### config.mk
export PLATFORM = sky130hd
export DESIGN_NAME = cht_ram
export DESIGN_NICKNAME = d
export VERILOG_FILES = /design/src/design/chained_hash_table_defines.svh /design/src/design/cht_ram.sv
export SDC_FILE = /design/constraint.sdc
export NUM_CORES = 1
export LEC_CHECK = 0
export ABC_AREA = 1
export BUFFER_PORTS_ARGS = -buffer_cell sky130_fd_sc_hd__clkbuf_2
export CAP_MARGIN = 40
export CORE_ASPECT_RATIO = 0.5
export CORE_MARGIN = 4
export CORE_UTILIZATION = 40
export CTS_BUF_LIST = sky130_fd_sc_hd__clkbuf_4 sky130_fd_sc_hd__clkbuf_8
export DETAILED_ROUTE_END_ITERATION = 10
export SYNTH_ARGS = -nofsm -noshare
export SYNTH_HDL_FRONTEND = slang
export SYNTH_SLANG_ARGS = --single-unit
export TNS_END_PERCENT = 1
### constraint.sdc
create_clock -name i_clk -period 1.2 [get_ports i_clk]
set_input_delay 0.24 -clock i_clk [delete_from_list [all_inputs] [get_ports i_clk]]
set_output_delay 0.24 -clock i_clk [all_outputs]
set_load 0.02 [all_outputs]
### src/design/chained_hash_table_defines.svh
// Assertion macros shared by the chained hash table RTL
`ifndef CHAINED_HASH_TABLE_DEFINES_SVH
`define CHAINED_HASH_TABLE_DEFINES_SVH
// Implication checked on every clock edge outside reset
`define CHT_ASSERT_IMP(lbl, clk, rst_n, ante, cons) \
    lbl: assert property (@(posedge clk) disable iff (!rst_n) (ante) |-> (cons)) \
        else $error("assertion failed");
// Implication checked in the cycle after the antecedent
`define CHT_ASSERT_NEXT(lbl, clk, rst_n, ante, cons) \
    lbl: assert property (@(posedge clk) disable iff (!rst_n) (ante) |=> (cons)) \
        else $error("assertion failed");
`endif

### src/design/cht_ram.sv
// Generic single-port-write, single-port-read RAM with registered read
module cht_ram #(
    parameter int unsigned WIDTH = 8,
    parameter int unsigned DEPTH = 16
) (
    input  logic                     i_clk,
    input  logic                     i_we,
    input  logic [$clog2(DEPTH)-1:0] i_waddr,
    input  logic [WIDTH-1:0]         i_wdata,
    input  logic [$clog2(DEPTH)-1:0] i_raddr,
    output logic [WIDTH-1:0]         o_rdata
);
    logic [WIDTH-1:0] r_mem [DEPTH];

    always_ff @(posedge i_clk) begin
        if (i_we) begin
            r_mem[i_waddr] <= i_wdata;
        end
        o_rdata <= r_mem[i_raddr];
    end
endmodule

# Word-level counts from Yosys, hierarchy flattened
# Memories as Yosys holds them, arrays and structs flattened. A register that Yosys moved wholly into a read port is not among the register bits.
# Index checks and enable logic that the tools add are counted.
[word_totals]
reg_bits = 0
ram_bits = 128
in_bits = 18
out_inout_bits = 8
wordCells = 3
n_memories = 1
[mem_list]
columns = ["memory", "words", "word_bits", "rd", "rd_ports_with_merged_regs", "write_ports", "line_no", "text"]
rows = [
  ["r_mem", 16, 8, 1, 1, 1, "cht_ram.sv:13", "logic [WIDTH-1:0] r_mem [DEPTH];"],
]
[op_classes]
n_mux = 2
[ops]
columns = ["cell", "n"]
rows = [
  ["two-way mux 1 bit", 2],
]

# Logic depth before layout (Yosys ltp)
[logic_depth]
depth_word = 2
ltp_mapped = 8
ltp_nobuf = 7

# Worst setup path before layout
# No wires, ideal clock.
[synth_timing]
path_type = "input port to flip-flop"
from = "input port i_waddr[3]"
to = "memory r_mem[4][0] (enable)"
setup_ns = 0.370
arrival_time_ns = 0.821
required_time_ns = 0.830
slack_ns = 0.009
cell_stages = 2
n_path_buf = 0
path_cell_list = "nand3b_1 > nor2_1"
[synth_rtl]
columns = ["element", "line_no", "text"]
rows = [
  ["start, declared", "cht_ram.sv:8", "input logic [$clog2(DEPTH)-1:0] i_waddr,"],
  ["end, declared", "cht_ram.sv:13", ""],
]
# No word-level cell before the write port.

# Worst setup path in the final report
[layout_timing]
from = "register o_rdata[1], read port of r_mem"
to = "output port o_rdata[1]"
[layout_rtl]
columns = ["element", "line_no", "text"]
rows = [
  ["start, declared", "cht_ram.sv:11", "output logic [WIDTH-1:0] o_rdata"],
]
# No word-level cell between the ends.

==> impl_metrics.csv <==
group,metric,value,unit
worst_setup_path,r2r_start,"r_mem[1][0]",
worst_setup_path,rr_worst_depth,6,
yosys,synth_warnings,0,
sta,skew,12.2,ps
sta,finalCriticalPeriod,1180,ps
floorplanning,dieArea,16500,sq um
sta,hold_viol,0,
final_layout,final_cell_area,6770,sq um
status,status,"completed",
sta,worst_slew_pin_slew,392,ps
floorplanning,core_area,13800,sq um
yosys,synth.avg_cell_area,10.5,sq um
power_and_ir_drop,peakVddDrop,0.579,mV
global_routing,grt-ovfl-total,0,
route,antenna_left,0,
clock_network,clk_latency,440,ps
final_layout,nFillCells,1285,
route,firstDrtPassIters,4,
worst_setup_path,critPathMaxFanout,1,
clock_network,cts_tree,"built",
yosys,yosysSeqAreaShare,69.4,%
floorplanning,rows,30,
route,vias,3852,
route,routed_wl,13.2,mm
hold_path,hp-start,"i_raddr[3]",
yosys,synth_top_area_share,66.7,%
clock_network,clk_pin_slew,70,ps
route,vias_per_cell,4.75,
worst_setup_path,cp_slowest_stage_delay,340,ps
route,drt-initial-drc-count,306,
route,routedWlPerCell,16.2,um
sta,setup_violations,0,
clock_network,cts.path.max_buffers,2,
placement,place_inst,779,
yosys,yosysTopAreaCell,"edfxtp_1",
clock_network,cts_made_buffers,17,
placement,place_area,6290,sq um
worst_setup_path,rrSetupSlack,190,ps
worst_setup_path,path_buf_inv,1,
sta,fmax,0.849,GHz
worst_setup_path,worstPathCellList,"clkbuf_4",
power_and_ir_drop,power_density,1510,nW/um^2
sta,slew_headroom,73.9,%
yosys,syn_nets,569,
job,maxCapViolCount,0,
sta,rsz0062_at_grt,"true",
sta,maxSlewViolCount,0,
yosys,synth_top_cells_by_area,"edfxtp_1 67%, nand2_1 11%, nand3_1 8.4%, inv_1 6.5%, dfxtp_1 2.8%",
final_layout,syn_to_final_growth,17.5,%
placement,place_congestion,0.832,
clock_network,numClockSinks,136,
floorplanning,die_h,92.9,um
global_routing,grt_pass1_wl,20.9,mm
yosys,ys_ff_latch,136,
yosys,syn-cell-area,5770,sq um
worst_setup_path,arrival,940,ps
clock_network,cts_root_buffer,"clkbuf_8",
global_routing,globalRouteTotalUtil,17.1,%
yosys,synth.distinct_cells,12,
final_layout,antenna_cells,0,
yosys,syn_inst,551,
placement,dp_hpwl,8.51,mm
final_layout,drive_gt1_share,15.5,%
worst_setup_path,r2r-end,"o_rdata[0]",
clock_network,htreeDepth,4,
hold_path,hp-class,"in2reg",
worst_setup_path,cp.required,960,ps
worst_setup_path,cp_slowest_cell,"dfxtp_2",
power_and_ir_drop,p_leak,2.95,nW
placement,port_buffers,25,
worst_setup_path,cp_top_family,"flip-flops",
global_routing,grt_pass1_vias,3655,
floorplanning,ioPinCount,26,
hold_path,min_path_cells,4,
worst_setup_path,critPathLaunchType,"flip-flop",
floorplanning,die_w,178,um
final_layout,finalNonFillerCells,811,
worst_setup_path,path_class,"reg2out",
global_routing,antenna_found_initial,0,
floorplanning,initial_core_util,41.7,%
worst_setup_path,end_kind,"output port",
sta,period_share,98.1,%
global_routing,grt_max_degree,23,
hold_path,min_delay_worst_endpoint,"o_rdata[6]",
route,drc,0,
final_layout,finish.net_count,624,
cells in the final DEF (no fill, tap or decap), drive strengths merged:
cell type / n
dfxtp: 8
inv: 102
nor2: 17
nand2: 173
clkinv: 7
buf: 38
nand3b: 2
bufinv: 5
clkbuf: 39
edfxtp: 128
clkinvlp: 3
nand3: 97
worst max path at each step:
stage,start,to,slack [ps],depth (start not counted)
floorplan,i_waddr[3],r_mem[4][0],9,2
global placement,i_raddr[0],o_rdata[7],-110,8
detailed placement,i_raddr[0],o_rdata[7],-150,8
CTS,o_rdata[3],o_rdata[3],-20,1
global route,o_rdata[4],o_rdata[4],-0.03,1
finish,o_rdata[1],o_rdata[1],20,1
state kept, by name, summed over array words and instances (netlist names):
signal	cells
r_mem	128
o_rdata	8
metal layers:
metal	track usage, %	wire length (um)
met1	24.3	6240
met2	25.8	5890
met3	3.75	822
met4	6.50	229
met5	0	0
report_power, final:
| part | switching (mW) | internal (mW) | total (mW) |
|---|---|---|---|
| Combinational | 0.488 | 0.256 | 0.744 |
| Clock | 1.72 | 2.44 | 4.16 |
| Sequential | 0.0400 | 5.31 | 5.35 |
| Total | 2.25 | 8.00 | 10.3 |
kinds of logic after synthesis:
group / Yosys count / synth area share, %
buffers and inverters: 126 / 9.52
flip-flops: 136 / 69.4
AND/OR/NAND/NOR: 289 / 21.0
cells in the mapped netlist:
cell,count
dfxtp_1,8
nor2_1,17
inv_1,100
buf_6,6
inv_2,2
nand3b_1,2
edfxtp_1,128
nand2_1,173
buf_4,4
buf_2,13
nand3_1,97
buf_1,1
per-stage QoR:
stage | setup TNS, ps | setup slack (ps) | util, % | total power [mW] | hold WS (ps)
2_1_floorplan | 0 | 9.16 | - | 5.85 | 339
3_3_place_gp | -687 | -113 | 45.5 | 6.16 | 637
3_5_place_dp | -1270 | -148 | 45.5 | 6.17 | 636
4_1_cts | -46.2 | -24.3 | 49.0 | 10.3 | 220
5_1_grt | -0.0296 | -0.0296 | 49.0 | 10.7 | 231
6_report | 0 | 22.6 | 49.0 | 10.3 | 241
layout make-up:
| cell class | count | area, sq um | share of cell area [%] |
|---|---|---|---|
| sequential | 136 | 4010 | 59.2 |
| multi-input combinational | 289 | 1210 | 17.9 |
| timing repair buffer | 60 | 483 | 7.13 |
| inverter | 102 | 383 | 5.65 |
| tap | 192 | 240 | 3.55 |
| clock buffer | 17 | 234 | 3.45 |
| clock inverter | 15 | 208 | 3.07 |
what timing repair did:
item,CTS,global route
setup endpoints to repair,5,3
gates resized for setup,12,5
hold buffers,0,0
setup buffers,0,0
(Power assumes the default switching activity.)
